--- src/hdl/assert_macros.svh ---
`ifndef ASSERT_MACROS_SVH
`define ASSERT_MACROS_SVH

// same-cycle implication, disabled during reset
`define ASSERT_IMPLIES(label, c, r, ante, cons) \
    label: assert property (@(posedge c) disable iff (!r) (ante) |-> (cons)) \
        else $error("same-cycle check failed");

// next-cycle implication, disabled during reset
`define ASSERT_NEXT(label, c, r, ante, cons) \
    label: assert property (@(posedge c) disable iff (!r) (ante) |=> (cons)) \
        else $error("next-cycle check failed");

`endif

--- src/hdl/btk_pkg.sv ---
`default_nettype none

package btk_pkg;

    localparam int STORE_DEPTH = 65536;
    localparam int STORE_AW    = $clog2(STORE_DEPTH);
    localparam int QUEUE_DEPTH = 2;
    localparam int QPTR_W      = $clog2(QUEUE_DEPTH);
    localparam int QCNT_W      = $clog2(QUEUE_DEPTH + 1);

    localparam int NODE_W = 16;
    localparam int SLOT_W = NODE_W + 1;
    localparam int WALK_W = 9;
    localparam int REM_W  = 4;

    localparam logic [1:0] CMD_INSERT = 2'd0;
    localparam logic [1:0] CMD_LOOKUP = 2'd1;
    localparam logic [1:0] CMD_SET    = 2'd2;

    localparam logic [SLOT_W-1:0] PAIR_STEP = SLOT_W'(2);
    localparam logic [SLOT_W-1:0] NODE_MAX  = SLOT_W'(65534);
    localparam logic [REM_W-1:0]  BITS_BYTE = REM_W'(8);
    localparam logic [REM_W-1:0]  BITS_TERM = REM_W'(9);

    typedef enum logic [1:0] {
        OP_INSERT,
        OP_LOOKUP,
        OP_SET,
        OP_NOP
    } op_t;

    typedef enum logic [2:0] {
        S_CLEAR,
        S_IDLE,
        S_READ,
        S_EVAL,
        S_DONE
    } back_state_t;

    typedef struct packed {
        logic [1:0]        cmd;
        logic [7:0]        key_byte;
        logic              key_end;
        logic              first_of_key;
        logic [NODE_W-1:0] start_node;
    } item_t;

    typedef struct packed {
        logic [NODE_W-1:0] node;
        logic              found;
        logic              full_res;
    } result_t;

    typedef struct packed {
        op_t               op;
        logic [WALK_W-1:0] walk;
        logic [REM_W-1:0]  nbits;
        logic              first;
        logic [NODE_W-1:0] start_node;
    } job_t;

    typedef struct packed {
        logic full;
        logic empty;
    } q_stat_t;

    typedef struct packed {
        logic clearing;
        logic idle;
    } back_stat_t;

endpackage

`default_nettype wire

--- src/hdl/btk_queue.sv ---
`default_nettype none

module btk_queue (
    input  wire logic             clk,
    input  wire logic             rst_n,
    input  wire logic             push,
    input  wire btk_pkg::job_t    push_job,
    input  wire logic             pop,
    output btk_pkg::job_t         head_job,
    output btk_pkg::q_stat_t      qstat
);
    import btk_pkg::*;

    job_t              entry_reg [QUEUE_DEPTH];
    logic [QPTR_W-1:0] wr_ptr_reg;
    logic [QPTR_W-1:0] wr_ptr_next;
    logic [QPTR_W-1:0] rd_ptr_reg;
    logic [QPTR_W-1:0] rd_ptr_next;
    logic [QCNT_W-1:0] count_reg;
    logic [QCNT_W-1:0] count_next;
    logic              do_push;
    logic              do_pop;

    assign qstat.full  = (count_reg == QCNT_W'(QUEUE_DEPTH));
    assign qstat.empty = (count_reg == '0);
    assign do_push     = push & ~qstat.full;
    assign do_pop      = pop & ~qstat.empty;
    assign head_job    = entry_reg[rd_ptr_reg];

    always_comb
    begin
        wr_ptr_next = wr_ptr_reg;
        rd_ptr_next = rd_ptr_reg;
        count_next  = count_reg;
        if (do_push)
        begin
            wr_ptr_next = (wr_ptr_reg == QPTR_W'(QUEUE_DEPTH - 1)) ? '0 : wr_ptr_reg + 1'b1;
        end
        if (do_pop)
        begin
            rd_ptr_next = (rd_ptr_reg == QPTR_W'(QUEUE_DEPTH - 1)) ? '0 : rd_ptr_reg + 1'b1;
        end
        if (do_push && !do_pop)
        begin
            count_next = count_reg + 1'b1;
        end
        else if (do_pop && !do_push)
        begin
            count_next = count_reg - 1'b1;
        end
    end

    always_ff @(posedge clk or negedge rst_n)
    begin
        if (!rst_n)
        begin
            wr_ptr_reg <= '0;
            rd_ptr_reg <= '0;
            count_reg  <= '0;
        end
        else
        begin
            wr_ptr_reg <= wr_ptr_next;
            rd_ptr_reg <= rd_ptr_next;
            count_reg  <= count_next;
        end
    end

    always_ff @(posedge clk)
    begin
        if (do_push)
        begin
            entry_reg[wr_ptr_reg] <= push_job;
        end
    end

endmodule

`default_nettype wire

--- config.mk ---
export PLATFORM = sky130hd
export DESIGN_NAME = btk_queue
export DESIGN_NICKNAME = d
export VERILOG_FILES = /design/src/hdl/assert_macros.svh /design/src/hdl/btk_pkg.sv /design/src/hdl/btk_queue.sv
export SDC_FILE = /design/constraint.sdc
export NUM_CORES = 1
export LEC_CHECK = 0
export BUFFER_PORTS_ARGS = -buffer_cell sky130_fd_sc_hd__buf_2
export CAP_MARGIN = 25
export CORE_MARGIN = 3
export CORE_UTILIZATION = 35
export DETAILED_ROUTE_END_ITERATION = 8
export GPL_TIMING_DRIVEN = 0
export PLACE_DENSITY = 0.62
export SKIP_LAST_GASP = 1
export SYNTH_ARGS = -nofsm -noshare
export SYNTH_HDL_FRONTEND = slang
export SYNTH_SLANG_ARGS = --single-unit
--- constraint.sdc ---
create_clock -name clk -period 2.83 [get_ports clk]
set_input_delay 0.566 -clock clk [delete_from_list [all_inputs] [get_ports clk]]
set_output_delay 0.566 -clock clk [all_outputs]
set_load 0.02 [all_outputs]
## Word level (Yosys, flattened, before mapping)

Memory sizes are Yosys's and may differ from the RTL's.
Index checks and enable logic that the tools add are counted.

| cells by class | value |
|---|---|
| mux-type cells | 6 |
| bitwise operators | 4 |
| eq/ne operators | 1 |
| $add $sub $neg | 4 |
| reductions and logical operators | 6 |

Operators by type and width:

| kind | count |
|---|---|
| $mux 1 | 4 |
| $mux 2 | 2 |
| $add 1x1->1 const B | 2 |
| $add 2x1->2 const B | 1 |
| $and 1x1->1 | 2 |
| $eq 2x2->1 const B | 1 |
| $logic_and 1x1->1 | 2 |
| $logic_not 1->1 | 2 |
| $logic_not 2->1 | 1 |
| $not 1->1 | 2 |
| $reduce_bool 2->1 | 1 |
| $sub 2x1->2 const B | 1 |

| storage, ports and cells | value |
|---|---|
| input bits | 36 |
| output and inout bits | 34 |
| word-level logic and storage cells | 25 |
| memory bits (writable) | 64 |
| register bits after elaboration | 4 |
| memories | 1 |

Memories:

| name | words | width | rd ports | clocked after Yosys merged registers in | wr ports | RTL line | RTL |
|---|---|---|---|---|---|---|---|
| entry_reg | 2 | 32 | 1 | 0 | 1 | btk_queue.sv:14 | `job_t entry_reg [QUEUE_DEPTH];` |

## Longest topological paths before layout

| logic depth | value |
|---|---|
| depth after elaboration | 7 |
| depth in mapped cells | 7 |

## Least setup slack after synthesis

Ideal clock, no wire load.

| timing path | value |
|---|---|
| path type | input to register |
| start point | in push |
| end point | mem entry_reg[0][0] in the netlist's numbering (enable) |
| cell stages on the path | 2 |
| buffers on the path | 0 |
| data required time | 2409 ps |
| library setup time | 421 ps |
| setup slack | 400 ps |
| arrival | 2009 ps |
| path through | nand2_1 nor2_1 |

| on the way | value |
|---|---|
| word-level cells in the longest chain between the ends | 3 |

Ends and longest elaborated chain:

| element | RTL line | RTL |
|---|---|---|
| start: declaration | btk_queue.sv:6 | `input wire logic push,` |
| $and 1x1->1 | btk_queue.sv:26 | `assign do_push = push & ~qstat.full;` |
| $mux 1 | btk_queue.sv:71 | `if (do_push)` |
| $mux 1 (implied by the code) | btk_queue.sv:73 | `entry_reg[wr_ptr_reg] <= push_job;` |
| end: declaration | btk_queue.sv:14 |  |

No other way between the ends.

==> metrics <==
status=complete, no violations; flop2flop setup slack=1100 ps; setup violators final=0; Initial Utilization=between 30% and 40%; CTS Buffer Depth=2; Hold Path Class=in2async; Worst EP arrival=1460 ps; largest area contributor in the netlist=edfxtp_1; Post-synth ARST share=5.88%; post-synthesis register bit count=just under 70; synth warn=0; Fin. Hold Viols=0; number of inserted diodes=0; # DRC=0; VDD IR max=about 0.00080 V; Final Total Pwr=about 0.0035 W; Synth Net Count=156; core region area=roughly 7300 um2; Yosys cell types=15; drt first pass iters=4; Clk pin slew, worst setup/hold paths=70 ps; row cnt=31; largest net degree at the start of global routing=33; Max Fclk=0.494 GHz; Sink Count=68; Slew @ Worst Pin=811 ps; post-route cell area=3320 um2; Die Ht=between 90 and 100 um; antenna violations before repair=0; share of the synthesized area in the top cell type=~72%; Worst-Skew Late Latency=around 330 ps; CP Max Fanout=10; dpl hpwl=2800 um; Die W=between 90 and 100 um; Final nets=237; top post-synthesis cells by count=edfxtp_1 (64), mux2_4 (29), dfrtp_1 (4); final RePlAce weighted congestion=0.640; clock skew=4.68 ps; critical path class=reg2out; post_cts resized=0; Critical Path RT=between 2000 and 2500 ps; Antenna Nets Post-Route=0; placed instance area=3160 um2; Synth area leaders=edfxtp_1 (72%), mux2_4 (16%), dfrtp_1 (3.8%); Max Slew Vio Count=0; TritonCTS clock tree=done; leakage power=1.35 nW; root buffer cell=clkbuf_8; max FFs per register=64; reg-to-reg critical path startpoint=count_reg[0]; H-tree depth=3; sequential element share of the synthesized area=approximately three quarters; number of synthesized flops with an enable pin=64; RSZ-0062 raised after global routing=false; CTS buffer count=9; first-pass GRT wire length=6510 um; Port Buffer Count=just under 70; power per cell area=1060 nW/um2; GRT Total Usage=10.4%; grt ovf=0; dpl ws=~1000 ps; vias in the first global route=1284; final WL=4200 um; Post-CTS Hold Fix Bufs=0; I/O pin cnt=70; final hold slack=35.5 ps; Most used DFF post-synth=edfxtp_1; reg2reg path depth=2; syn_area_per_cell=22.3 um2; worst r2r dst=entry_reg[1][19]; Mapped Cells=119; via count of the routed design=1280; share of cells above drive strength 1=between 50 and 60%; synthesized area=2660 um2; top-count cell post-synth=edfxtp_1; Routed WL per cell=13.8 um; crit end category=primary output; Slew HR=a little under half; synthesis-to-layout area growth=25.0%; DR iter-0 viols=36; Critical Path Source Type=flop; final period utilization=around 71%; PnR worst setup slack=807 ps; Max Cap Viol=0; via/cell ratio=4.21; Final min period=2020 ps; Die Area=around 8700 um2; Post-CTS Setup Bufs=0
cell type report:
cell class / count / area (um2)
Multi-Input combinational cell: 45 / 567
Buffer: 4 / 71.3
Fill cell: 661 / 4010
Timing Repair Buffer: 70 / 373
Clock inverter: 6 / 31.3
Tap cell: 99 / 124
Sequential cell: 68 / 2020
Clock buffer: 10 / 128
Inverter: 2 / 7.51
metrics by stage:
step                      util [%]  std cells  setup TNS, ps
after global routing          45.3        304              0
after global placement        42.7        287         -18980
final                         45.3        304              0
after floorplan                  -        119              0
after CTS                     45.3        304              0
after detailed placement      43.2        288              0
placed cells by master (no fill, tap or decap):
cell / n
buf_2: 69
mux2_2: 3
clkinv_2: 4
mux2_4: 29
nand2b_1: 1
nor2_1: 2
nor2_4: 1
xnor2_1: 3
o21ai_1: 1
dfrtp_1: 4
inv_1: 2
edfxtp_1: 64
clkbuf_1: 1
clkinv_1: 1
buf_6: 1
xor2_1: 2
buf_16: 1
nand2_1: 1
clkbuf_8: 9
clkinvlp_4: 1
buf_12: 3
and3_2: 1
ha_1: 1
worst max path at each step:
| stage | from | to | cells past startpoint |
|---|---|---|---|
| floorplan | push | entry_reg[0][0] | 2 |
| global placement | push | entry_reg[0][20] | 3 |
| detailed placement | push | entry_reg[1][28] | 2 |
| CTS | rd_ptr_reg | head_job[30] | 4 |
| global route | rd_ptr_reg | head_job[4] | 4 |
| finish | rd_ptr_reg | head_job[30] | 4 |
critical path, stage by stage, from the launching register on:
cell and delay, ps:
dfrtp_1 370, buf_6 140, buf_12 150, mux2_4 300
buf_2 160
layer usage:
metal  part of all wire, %  wire length (um)  vias to the layer above  global-route usage (%)
met4                   1.3                53                        0                    5.13
met5                     0                 0                        -                       0
met1                    43              1800                      609                    12.9
li1                      -                 -                      618                       -
met2                    48              2020                       49                    15.7
met3                   7.8               327                        4                    4.02
report_power, final:
group          internal (W)  switching, W  leakage [nW]  total [W]
combinational      0.000667      0.000737         0.625    0.00140
clock              0.000308      0.000338        0.0832   0.000647
sequential          0.00138     0.0000736         0.641    0.00146
total               0.00236       0.00115          1.35    0.00351
logic make-up (layout without fill, tap and decap cells):
group / count (synthesis) / after routing / synth area share [%]
flops: 68 / 68 / 76.0
mux: 32 / 32 / 17.6
simple gates: 6 / 6 / 1.04
buf+inv: 6 / 92 / 2.96
xor+xnor: 5 / 5 / 1.65
fa+ha+maj: 1 / 1 / 0.471
compound gates: 1 / 1 / 0.188
(Power assumes the default switching activity.)
