## config.mk

```make
export PLATFORM = sky130hd
export DESIGN_NAME = btk_front
export DESIGN_NICKNAME = d
export VERILOG_FILES = /design/src/hdl/assert_macros.svh /design/src/hdl/btk_pkg.sv /design/src/hdl/btk_front.sv
export SDC_FILE = /design/constraint.sdc
export NUM_CORES = 1
export LEC_CHECK = 0
export BUFFER_PORTS_ARGS = -buffer_cell sky130_fd_sc_hd__buf_4
export CORE_MARGIN = 3
export CORE_UTILIZATION = 31
export CTS_BUF_LIST = sky130_fd_sc_hd__clkbuf_4
export DETAILED_ROUTE_END_ITERATION = 7
export HOLD_SLACK_MARGIN = 0.15
export SETUP_SLACK_MARGIN = 0.3
export SYNTH_ARGS = -nofsm -noshare
export SYNTH_HDL_FRONTEND = slang
export SYNTH_SLANG_ARGS = --single-unit
```

## constraint.sdc

```tcl
create_clock -name clk -period 2.7 [get_ports clk]
set_input_delay 0.81 -clock clk [delete_from_list [all_inputs] [get_ports clk]]
set_output_delay 0.81 -clock clk [all_outputs]
set_load 0.02 [all_outputs]
```

## src/hdl/assert_macros.svh

```systemverilog
`ifndef ASSERT_MACROS_SVH
`define ASSERT_MACROS_SVH

// same-cycle implication, disabled during reset
`define ASSERT_IMPLIES(label, c, r, ante, cons) \
    label: assert property (@(posedge c) disable iff (!r) (ante) |-> (cons)) \
        else $error("same-cycle check failed");

// next-cycle implication, disabled during reset
`define ASSERT_NEXT(label, c, r, ante, cons) \
    label: assert property (@(posedge c) disable iff (!r) (ante) |=> (cons)) \
        else $error("next-cycle check failed");

`endif

```

## src/hdl/btk_pkg.sv

```systemverilog
`default_nettype none

package btk_pkg;

    localparam int STORE_DEPTH = 65536;
    localparam int STORE_AW    = $clog2(STORE_DEPTH);
    localparam int QUEUE_DEPTH = 2;
    localparam int QPTR_W      = $clog2(QUEUE_DEPTH);
    localparam int QCNT_W      = $clog2(QUEUE_DEPTH + 1);

    localparam int NODE_W = 16;
    localparam int SLOT_W = NODE_W + 1;
    localparam int WALK_W = 9;
    localparam int REM_W  = 4;

    localparam logic [1:0] CMD_INSERT = 2'd0;
    localparam logic [1:0] CMD_LOOKUP = 2'd1;
    localparam logic [1:0] CMD_SET    = 2'd2;

    localparam logic [SLOT_W-1:0] PAIR_STEP = SLOT_W'(2);
    localparam logic [SLOT_W-1:0] NODE_MAX  = SLOT_W'(65534);
    localparam logic [REM_W-1:0]  BITS_BYTE = REM_W'(8);
    localparam logic [REM_W-1:0]  BITS_TERM = REM_W'(9);

    typedef enum logic [1:0] {
        OP_INSERT,
        OP_LOOKUP,
        OP_SET,
        OP_NOP
    } op_t;

    typedef enum logic [2:0] {
        S_CLEAR,
        S_IDLE,
        S_READ,
        S_EVAL,
        S_DONE
    } back_state_t;

    typedef struct packed {
        logic [1:0]        cmd;
        logic [7:0]        key_byte;
        logic              key_end;
        logic              first_of_key;
        logic [NODE_W-1:0] start_node;
    } item_t;

    typedef struct packed {
        logic [NODE_W-1:0] node;
        logic              found;
        logic              full_res;
    } result_t;

    typedef struct packed {
        op_t               op;
        logic [WALK_W-1:0] walk;
        logic [REM_W-1:0]  nbits;
        logic              first;
        logic [NODE_W-1:0] start_node;
    } job_t;

    typedef struct packed {
        logic full;
        logic empty;
    } q_stat_t;

    typedef struct packed {
        logic clearing;
        logic idle;
    } back_stat_t;

endpackage

`default_nettype wire

```

## src/hdl/btk_front.sv

```systemverilog
`default_nettype none

module btk_front (
    input  wire logic               clk,
    input  wire logic               rst_n,
    input  wire logic               start,
    input  wire btk_pkg::item_t     item,
    input  wire btk_pkg::q_stat_t   qstat,
    input  wire btk_pkg::back_stat_t bstat,
    output logic                    busy,
    output logic                    push,
    output btk_pkg::job_t           push_job
);
    import btk_pkg::*;

    logic valid_reg;
    logic valid_next;
    job_t job_reg;
    job_t job_next;
    job_t job_cls;
    logic accept;

    always_comb
    begin
        job_cls.walk       = {item.key_byte, 1'b0};
        job_cls.nbits      = item.key_end ? BITS_TERM : BITS_BYTE;
        job_cls.first      = item.first_of_key;
        job_cls.start_node = item.start_node;
        unique case (item.cmd)
            CMD_INSERT: job_cls.op = OP_INSERT;
            CMD_LOOKUP: job_cls.op = OP_LOOKUP;
            CMD_SET:    job_cls.op = OP_SET;
            default:    job_cls.op = OP_NOP;
        endcase
    end

    assign busy     = bstat.clearing | (valid_reg & qstat.full);
    assign accept   = start & ~busy;
    assign push     = valid_reg & ~qstat.full;
    assign push_job = job_reg;

    always_comb
    begin
        valid_next = accept | (valid_reg & ~push);
        job_next   = accept ? job_cls : job_reg;
    end

    always_ff @(posedge clk or negedge rst_n)
    begin
        if (!rst_n)
        begin
            valid_reg <= 1'b0;
        end
        else
        begin
            valid_reg <= valid_next;
        end
    end

    always_ff @(posedge clk)
    begin
        job_reg <= job_next;
    end

endmodule

`default_nettype wire

```

======== After elaboration in Yosys (flattened, before gate mapping) ========
Index checks and enable logic that the tools add are counted.
word-level totals
  register bits after elaboration ......... 32
  bits in latches ......................... 0
  memory bits (writable) .................. 0
  memory bits (read-only) ................. 0
  input port bits ......................... 35
  word-level logic and storage cells ...... 20
  memories ................................ 0
cells by class
  add/sub/neg operators ................... 0
  $mul .................................... 0
  divide/modulo/power cells ............... 0
  magnitude comparators ................... 0
  eq/ne operators ......................... 2
  shifts and indexed selects .............. 0
  mux-type cells .......................... 2
  bitwise gates (word level) .............. 9
  reduce and logical (&&, ||, !) cells .... 1
operators with widths
  kind                                                             number
  2-bit one-hot mux with 3 select lines                            1
  1-bit bitwise AND                                                4
  1-bit NOT                                                        3
  2-bit by 1-bit == test with 1-bit output, second input constant  1
  2-bit == test, second input constant                             1
  2-bit logical NOT                                                1
  1-bit OR                                                         2
  1-bit 2-to-1 mux                                                 1

======== Depth between registers and ports, before layout ========
Gate-level depths: netlist (run 1).
  depth in word-level cells ............... 5
  depth in mapped cells ................... 2

======== Worst setup path before layout (run 1) ========
OpenSTA, ideal clock, no wires.
  kind .................................... input-to-reg
  start ................................... input port bstat[1] (netlist name)
  end ..................................... register job_reg, in the netlist push_job[0] (enable)
  arrival time ............................ 1.731 ns
  setup slack ............................. 0.574 ns
  stages .................................. 2
  path buffers ............................ 0
  path through ............................ nand2b_4 -> a21oi_2
on the way
  cells in the longest elaborated chain, start to end .. 3
ends and longest elaborated chain
  element               RTL line         RTL
  start, declared       btk_front.sv:9   input wire btk_pkg::back_stat_t bstat,
  1-bit OR              btk_front.sv:37  assign busy = bstat.clearing | (valid_reg & qstat.full);
  1-bit NOT             btk_front.sv:38  assign accept = start & ~busy;
  1-bit bitwise AND     btk_front.sv:38
  named net accept      btk_front.sv:21  logic accept;
  end signal, assigned  btk_front.sv:62  job_reg <= job_next;
  end, declared         btk_front.sv:18  job_t job_reg;
The timed path passes the listed nets, and every way through them passes these cells.
A chain may end at the register's enable or synchronous reset.

======== Worst setup path after layout (run 1) ========
  start ................................... input port qstat[1] (netlist name)
  end ..................................... output port busy
on the way
  cells in the longest elaborated chain, start to end .. 2
ends and longest elaborated chain
  element            RTL line         RTL
  start, declared    btk_front.sv:8   input wire btk_pkg::q_stat_t qstat,
  1-bit bitwise AND  btk_front.sv:37
  1-bit OR           btk_front.sv:37
  end, declared      btk_front.sv:10  output logic busy,
Every way passes these cells.

==> run_results.csv, run 1 <==
group,metric,value,unit
status,outcome,"completed",
placement,pre_cts_ws,0.670,ns
detailed_routing,drc,0,
job,cap_viol_max_count,0,
clock_network,tritoncts,"built",
floorplanning,rows,19,
sta,hold_violations,0,
cells_and_area,final_common_cell,"buf_4",
power,leakage,0.652,nW
hold_path,hp-class,"input port to asynchronous set/reset pin",
cells_and_area,final_cell_mix,"buf_4 (64), edfxtp_1 (28), clkbuf_4 (6), conb_1 (4)",
global_route,grt_max_degree,21,
global_route,grt.total_usage,0.104,
logic_synthesis,synth.ff_latch_count,29,
floorplanning,die_x,61.5,um
detailed_routing,wl_per_cell,13.2,um
power,power.net_switching,0.000198,W
cells_and_area,layout-area-overhead-vs-synth,57.1,%
detailed_routing,wl,1.87,mm
global_route,grt_pass1_wl,2.57,mm
sta,fin_setup_tns,0,ns
sta,max_clock_freq,494,MHz
logic_synthesis,synth.cell_area,953,um2
detailed_routing,drt_iter0_drc,6,
cells_and_area,final_cells,142,
sta,fin_skew,0.00344,ns
global_route,grt_antenna_before_repair,0,
placement,port_buffers,62,
global_route,met1_usage,0.104,
clock_network,numCtsBuffers,5,
sta,slew_violations,0,
sta,post-route-period-util,0.750,
cells_and_area,largest_reg_flops,28,
placement,dp_hpwl,1.40,mm
cells_and_area,fill_cells,255,
power,clock_power_share,0.282,
global_route,met3_usage,0.0587,
clock_network,hold_buffers,0,
power,p_seq_frac,0.593,
clock_network,post_cts_buffers,0,
clock_network,clk_path_buf_depth,2,
sta,fin_ws,0.675,ns
floorplanning,fp.dieH,61.5,um
logic_synthesis,ys_warn_count,0,
clock_network,clkTransAtPathRegs,0.08,ns
critical_path,critPathTopFamily,"buffers and inverters",
floorplanning,io_pins,69,
power,internal-power,0.000681,W
detailed_routing,dr.pass1.iters,4,
clock_network,worst_skew_pair.late_latency,0.31,ns
global_route,busiest_layer,"met2",
cells_and_area,final_core_util,0.525,
clock_network,cts.sinks,29,
placement,placed_cells_incl_taps,134,
detailed_routing,drtAntennaViolNets,0,
cells_and_area,drive_above_1_share,0.667,
critical_path,cp.arrival,1.22,ns
global_route,grt_use_met2,0.154,
logic_synthesis,syn_inst,43,
clock_network,cts_resized,0,
floorplanning,start_util,0.334,
detailed_routing,num_vias,606,
power,switching_share,0.225,
critical_path,crit_top_cell,"buf_4",
critical_path,crit_type,"input port to output port",
placement,gp_congestion,0.584,
power,p_comb_frac,0.124,
critical_path,path_buf_inv,2,
floorplanning,coreArea,2850,um2
cells_and_area,n_antenna_cell,0,
floorplanning,die-area,3780,um2
cells_and_area,fin_nets,145,
sta,rsz0062_at_grt,"no",
logic_synthesis,ys_seq_area_frac,0.908,
detailed_routing,via_per_inst,4.27,
critical_path,slowest_stage,"buf_4",
critical_path,critPathRequiredTime,1.89,ns
logic_synthesis,syn_area_per_cell,22.2,um2
critical_path,crit_path_end_kind,"output port",
global_route,grt_pass1_vias,571,
critical_path,cp_cell_sequence,"buf_4 -> nand2_1 -> nand2b_1 -> buf_4",
clock_network,htreeDepth,2,
power,vdd_drop_max,0.298,mV
critical_path,cpPeakStageDelay,0.15,ns
power,p_per_area,587,nW/um2
critical_path,crit_path_start_kind,"input port",
logic_synthesis,ys_types,10,
clock_network,clockRootBuffer,"clkbuf_4",
global_route,grt.overflow.total,0,
critical_path,cp_max_fo,3,
sta,finalSetupViolCount,0,
sta,period_needed,2.03,ns
-- routing by layer --
metal	routed length [um]	share of wire
met5	0	0
met4	47	0.025
met3	309	0.17
met2	890	0.48
met1	621	0.33
-- worst register-to-register path, delay by kind of cell (launching register included) --
family / cells / cell delay, ns
flip-flops: 1 / 0.40
AO/OA/AOI/OAI: 1 / 0.15
buffers and inverters: 1 / 0.28
-- stage by stage --
step | hold slack (ns) | cell area [um2] | power, W
floorplan | 0.490 | 961 | 0.000579
global placement | 0.504 | 1440 | 0.000641
detailed placement | 0.522 | 1440 | 0.000643
CTS | 0.230 | 1500 | 0.000899
global route | 0.224 | 1500 | 0.000928
finish | 0.256 | 1500 | 0.000879
-- cells by family (layout without fill, tap and decap cells) --
| logic type | Yosys count | after routing | synth area share |
|---|---|---|---|
| compound gates | 1 | 1 | 0.00919 |
| other cells | 2 | 4 | 0.00788 |
| buf+inv | 6 | 72 | 0.0394 |
| simple gates | 5 | 5 | 0.0354 |
| flops | 29 | 29 | 0.908 |
-- final timing paths --
kind	start	to	slack, ns	cells after the start
worst max register to register	valid_reg$_DFF_PN0_	push_job[10]$_DFFE_PP_	1.55	2
worst min-delay path	rst_n	valid_reg$_DFF_PN0_	0.26	1
max in group asynchronous	rst_n	valid_reg$_DFF_PN0_	2.36	1
min in group clk	valid_reg$_DFF_PN0_	valid_reg$_DFF_PN0_	0.54	2
worst max-delay path	qstat[1]	busy	0.67	4
worst min register to register	valid_reg$_DFF_PN0_	valid_reg$_DFF_PN0_	0.54	2
-- synthesized netlist by cell type, drive strengths merged --
library cell   n  area (um2)
edfxtp        28         841
nor2b          1        6.26
clkbuf         2        7.51
dfrtp          1        25.0
nand2          2        7.51
buf            4        30.0
a21oi          1        8.76
nand2b         2        20.0
conb           2        7.51
-- power groups by stage --
stage	combinational (W)	sequential (W)	clock, W
6_report	0.000109	0.000522	0.000248
5_1_grt	0.000118	0.000524	0.000287
4_1_cts	0.000111	0.000522	0.000266
3_5_place_dp	0.000110	0.000532	0
3_3_place_gp	0.000109	0.000532	0
2_1_floorplan	0.0000240	0.000555	0
-- cell type report --
| class | instances | area (um2) | area share |
|---|---|---|---|
| tap | 31 | 38.8 | 0.0259 |
| timing repair buffer | 64 | 480 | 0.321 |
| clock inverter | 2 | 10.0 | 0.00668 |
| sequential | 29 | 866 | 0.578 |
| clock buffer | 6 | 45.0 | 0.0301 |
| multi-input combinational | 10 | 57.6 | 0.0384 |
(Power assumes the default switching activity.)
==> run 2: changes to the inputs <==
- ABC_AREA: default -> 1
- PLACE_DENSITY: default -> 0.66
- clock period: 2.7 -> 1.69 ns (I/O delays scaled with it)
==> run_results.csv, run 2 <==
group,metric,value,unit
clock_network,worst_skew_pair.late_latency,0.32,ns
critical_path,crit_path_start_kind,"flop",
detailed_routing,wl,2.13,mm
logic_synthesis,synth.cell_area,950,um2
cells_and_area,final_common_cell,"buf_4",
logic_synthesis,synth_ff_type,"edfxtp_1",
logic_synthesis,synth_edf_count,28,
cells_and_area,layout-area-overhead-vs-synth,75.1,%
floorplanning,coreArea,2830,um2
logic_synthesis,synth_area_leaders,"edfxtp_1 (89%), buf_4 (3.2%), dfrtp_1 (2.6%), nand2_2 (1.3%), inv_1 (1.2%)",
critical_path,crit_path_end_kind,"output port",
sta,period_needed,1.55,ns
sta,hold_violations,0,
sta,max_clock_freq,646,MHz
critical_path,crit_type,"flop to output port",
critical_path,crit_top_cell,"nand2_8",
global_route,met3_usage,0.0503,
global_route,grt.overflow.total,0,
sta,rsz0062_at_grt,"yes",
clock_network,clk_path_buf_depth,2,
floorplanning,start_util,0.336,
sta,fin_setup_tns,0,ns
power,vdd_drop_max,0.418,mV
sta,slew_violations,0,
cells_and_area,final_cell_mix,"buf_4 (35), buf_6 (30), edfxtp_1 (28), clkbuf_4 (6), conb_1 (4)",
clock_network,cts.sinks,29,
global_route,grt_pass1_vias,597,
global_route,grt_pass1_wl,2.74,mm
global_route,busiest_layer,"met2",
sta,fin_skew,0.00452,ns
power,p_comb_frac,0.145,
logic_synthesis,post-synth-top-count-cell,"edfxtp_1",
critical_path,critPathRequiredTime,1.18,ns
logic_synthesis,yosys-top-cells-count,"edfxtp_1 (28), buf_4 (4), inv_1 (3)",
job,cap_viol_max_count,0,
detailed_routing,wl_per_cell,14.6,um
logic_synthesis,yosysTopAreaCell,"edfxtp_1",
power,p_per_area,878,nW/um2
global_route,grt_use_met2,0.172,
detailed_routing,drtAntennaViolNets,0,
logic_synthesis,netlist.area_leader.share,0.885,
power,power.net_switching,0.000345,W
logic_synthesis,syn_inst,45,
global_route,grt.total_usage,0.112,
critical_path,cp_cell_sequence,"nand2_8 -> nand2_8 -> buf_6",
critical_path,critPathTopFamily,"flip-flops",
detailed_routing,drt_iter0_drc,19,
power,switching_share,0.236,
logic_synthesis,syn_area_per_cell,21.1,um2
cells_and_area,finish.instance_area,1660,um2
cells_and_area,final_core_util,0.588,
cells_and_area,largest_reg_flops,28,
cells_and_area,fill_cells,235,
placement,port_buffers,62,
detailed_routing,dr.pass1.iters,3,
hold_path,hp-class,"input port to flop",
logic_synthesis,synth.ff_latch_count,29,
global_route,met1_usage,0.113,
sta,post-route-period-util,0.915,
power,leakage,0.703,nW
critical_path,cp.arrival,1.04,ns
global_route,grt_antenna_before_repair,0,
cells_and_area,n_antenna_cell,0,
detailed_routing,via_per_inst,4.36,
cells_and_area,regArea,867,um2
floorplanning,die_x,61.4,um
sta,hold_slack,0.353,ns
critical_path,cp_max_fo,2,
floorplanning,die-area,3760,um2
sta,finalSetupViolCount,0,
cells_and_area,fin_nets,149,
floorplanning,fp.dieH,61.4,um
status,outcome,"completed",
detailed_routing,drc,0,
floorplanning,rows,19,
clock_network,clkTransAtPathRegs,0.09,ns
cells_and_area,multi_input_area,77.6,um2
clock_network,tritoncts,"built",
logic_synthesis,ys_types,10,
placement,gp_congestion,0.665,
clock_network,htreeDepth,2,
critical_path,path_buf_inv,1,
clock_network,clockRootBuffer,"clkbuf_4",
detailed_routing,num_vias,636,
logic_synthesis,ys_seq_area_frac,0.912,
cells_and_area,drive_above_1_share,0.696,
placement,dp_hpwl,1.53,mm
clock_network,numCtsBuffers,5,
critical_path,cpPeakStageDelay,0.46,ns
power,clock_power_share,0.278,
power,p_seq_frac,0.577,
placement,placed_area,1470,um2
sta,fin_ws,0.143,ns
critical_path,slowest_stage,"dfrtp_2",
placement,pre_cts_ws,0.239,ns
logic_synthesis,synthArstFlopShare,0.0345,
power,internal-power,0.00112,W
logic_synthesis,ys_warn_count,0,
global_route,grt_max_degree,18,
floorplanning,io_pins,69,
-- run 2: cell count changes after synthesis, sizes merged --
cell and delta:
o21ai +1, inv +3, a21oi -1, nor2b -1
nor2 +2, nand2b -2
-- run 2: path summary, 6_finish.rpt --
path                       slack, ns                     end  depth (start not counted)                start
max reg2reg                     0.36  push_job[25]$_DFFE_PP_                          5  valid_reg$_DFF_PN0_
max in group asynchronous       1.12     valid_reg$_DFF_PN0_                          2                rst_n
min reg2reg                     0.61     valid_reg$_DFF_PN0_                          2  valid_reg$_DFF_PN0_
max                             0.14                    busy                          3  valid_reg$_DFF_PN0_
min in group asynchronous       0.48     valid_reg$_DFF_PN0_                          2                rst_n
min                             0.35   push_job[5]$_DFFE_PP_                          1              item[5]
-- run 2: cell families (layout without fill, tap and decap cells) --
group                  Yosys count  in the layout  synth area share
flip-flops                      29             29             0.912
buffers and inverters            9             77            0.0514
AND/OR/NAND/NOR                  4              4            0.0237
other                            2              4           0.00791
AO/OA/AOI/OAI                    1              1           0.00527
-- run 2: repair_timing --
item / in CTS / in global routing
setup endpoints to repair: 8 / 46
hold endpoints to repair: 1 / 0
hold buffers: 1 / 0
pin swaps: 2 / 2
buffers inserted: 1 / 0
resized for setup: 8 / 25
-- run 2: final cells by class --
class,count,share of cell area
Timing Repair Buffer,66,0.367
Multi-Input combinational cell,9,0.0467
Sequential cell,29,0.521
Inverter,3,0.00828
Clock inverter,2,0.00602
Clock buffer,6,0.0271
Tap cell,31,0.0233
-- run 2: layer usage --
metal / up-vias / routed length [um]
met2: 43 / 1040
li1: 290 / -
met5: - / 0
met1: 298 / 753
met3: 5 / 282
met4: 0 / 56
-- run 2: power by group through the flow --
stage	logic, W	registers, W	clock network (W)
after floorplan	0.0000468	0.000889	0
after global placement	0.000184	0.000852	0
after detailed placement	0.000187	0.000853	0
after CTS	0.000197	0.000838	0.000423
after global routing	0.000224	0.000846	0.000458
final	0.000211	0.000842	0.000406
-- run 2: per-stage QoR --
| step | total power (W) | instances |
|---|---|---|
| floorplan | 0.000935 | 47 |
| global placement | 0.00104 | 136 |
| detailed placement | 0.00104 | 136 |
| CTS | 0.00146 | 146 |
| global route | 0.00153 | 146 |
| finish | 0.00146 | 146 |
==> run 3: changes to the inputs <==
- CAP_MARGIN: default -> 10
- RECOVER_POWER: default -> 25
==> run_results.csv, run 3 (synthesis gave the netlist of run 2 again) <==
group,metric,value,unit
sta,hold_violations,0,
cells_and_area,final_cell_mix,"buf_6 (30), clkbuf_4 (28), edfxtp_1 (28), buf_4 (13), conb_1 (4)",
power,total_power,0.00146,W
detailed_routing,via_per_inst,4.37,
clock_network,tritoncts,"built",
floorplanning,coreArea,2830,um2
critical_path,cp_cell_sequence,"nand2_8 -> nand2_8 -> buf_6",
cells_and_area,layout-area-overhead-vs-synth,75.1,%
critical_path,slowest_stage,"dfrtp_2",
global_route,grt_antenna_before_repair,0,
placement,port_buffers,62,
floorplanning,die-area,3760,um2
cells_and_area,final_common_cell,"buf_6",
critical_path,cp.arrival,1.04,ns
detailed_routing,drt_iter0_drc,19,
critical_path,cpPeakStageDelay,0.46,ns
critical_path,cp_max_fo,2,
floorplanning,fp.dieH,61.4,um
sta,post-route-period-util,0.915,
global_route,grt.overflow.total,0,
power,p_per_area,877,nW/um2
clock_network,cts.sinks,29,
clock_network,numCtsBuffers,5,
critical_path,crit_path_start_kind,"flop",
status,outcome,"completed",
power,leakage,0.699,nW
global_route,grt_pass1_wl,2.74,mm
detailed_routing,wl,2.11,mm
cells_and_area,fill_cells,235,
clock_network,clkTransAtPathRegs,0.09,ns
cells_and_area,n_antenna_cell,0,
sta,max_clock_freq,647,MHz
detailed_routing,num_vias,638,
critical_path,critPathRequiredTime,1.18,ns
clock_network,clk_path_buf_depth,2,
critical_path,crit_path_end_kind,"output port",
floorplanning,start_util,0.336,
clock_network,worst_skew_pair.late_latency,0.32,ns
placement,gp_congestion,0.665,
placement,dp_hpwl,1.53,mm
floorplanning,die_x,61.4,um
critical_path,crit_top_cell,"nand2_8",
detailed_routing,drtAntennaViolNets,0,
power,vdd_drop_max,0.417,mV
job,cap_viol_max_count,0,
global_route,grt.total_usage,0.112,
hold_path,hp-class,"input port to flop",
sta,fin_ws,0.143,ns
cells_and_area,largest_reg_flops,28,
cells_and_area,fin_nets,149,
detailed_routing,dr.pass1.iters,3,
sta,finalSetupViolCount,0,
floorplanning,rows,19,
sta,fin_setup_tns,0,ns
clock_network,clockRootBuffer,"clkbuf_4",
detailed_routing,drc,0,
global_route,grt_max_degree,18,
global_route,grt_pass1_vias,597,
floorplanning,io_pins,69,
sta,slew_violations,0,
cells_and_area,drive_above_1_share,0.696,
sta,rsz0062_at_grt,"yes",
placement,pre_cts_ws,0.239,ns
critical_path,crit_type,"flop to output port",
clock_network,htreeDepth,2,
sta,fin_skew,0.00452,ns
detailed_routing,wl_per_cell,14.5,um
sta,period_needed,1.55,ns
run 3: changes by cell type in the layout (fill, tap and decap cells not counted):
cell      change
buf_4        -22
clkbuf_4     +22
run 3: report_power, final:
group          switching (W)  internal (W)  total (W)
Combinational      0.0000960      0.000112   0.000208
Clock               0.000233      0.000174   0.000407
Sequential         0.0000164      0.000826   0.000842
Total               0.000345       0.00111    0.00146
run 3: layer usage:
metal,global-route usage,wire (um),vias to the layer above
met5,0,0,-
met4,0.100,55,0
met1,0.113,750,300
met3,0.0503,268,5
li1,-,-,290
met2,0.172,1040,43
run 3: path summary, 6_finish.rpt:
path	startpoint	end	slack [ns]	cells past startpoint
max	valid_reg$_DFF_PN0_	busy	0.14	3
min	item[18]	push_job[22]$_DFFE_PP_	0.35	1
max in group asynchronous	rst_n	valid_reg$_DFF_PN0_	1.12	2
min reg2reg	valid_reg$_DFF_PN0_	valid_reg$_DFF_PN0_	0.61	2
max reg2reg	valid_reg$_DFF_PN0_	push_job[25]$_DFFE_PP_	0.36	5
min in group asynchronous	rst_n	valid_reg$_DFF_PN0_	0.48	2
run 3: through the flow:
stage	area [um2]	util	hold WS, ns	instances
5_1_grt	1660	0.588	0.338	146
3_3_place_gp	1470	0.521	0.283	136
2_1_floorplan	992	-	0.211	47
4_1_cts	1570	0.556	0.338	146
6_report	1660	0.588	0.354	146
3_5_place_dp	1470	0.521	0.284	136
run 3: critical path, delay by kind of cell, from the launching register on:
| kind | cells | cell delay (ns) |
|---|---|---|
| buffers and inverters | 1 | 0.12 |
| DFF | 1 | 0.46 |
| and+or+nand+nor | 2 | 0.14 |
run 3: timing repair:
item | 4_1_cts | 5_1_grt
endpoints found under the hold margin | 1 | 0
endpoints found under the setup margin | 8 | 46
resized for setup | 8 | 25
pin swaps | 2 | 2
hold buffers | 1 | 0
setup buffers | 1 | 0
run 3: area by class of cell:
cell class | count | area (um2) | area share
clock inverter | 2 | 10.0 | 0.00602
clock buffer | 6 | 45.0 | 0.0271
multi-input combinational | 9 | 77.6 | 0.0467
sequential | 29 | 867 | 0.521
timing repair buffer | 66 | 611 | 0.367
inverter | 3 | 13.8 | 0.00828
tap | 31 | 38.8 | 0.0233
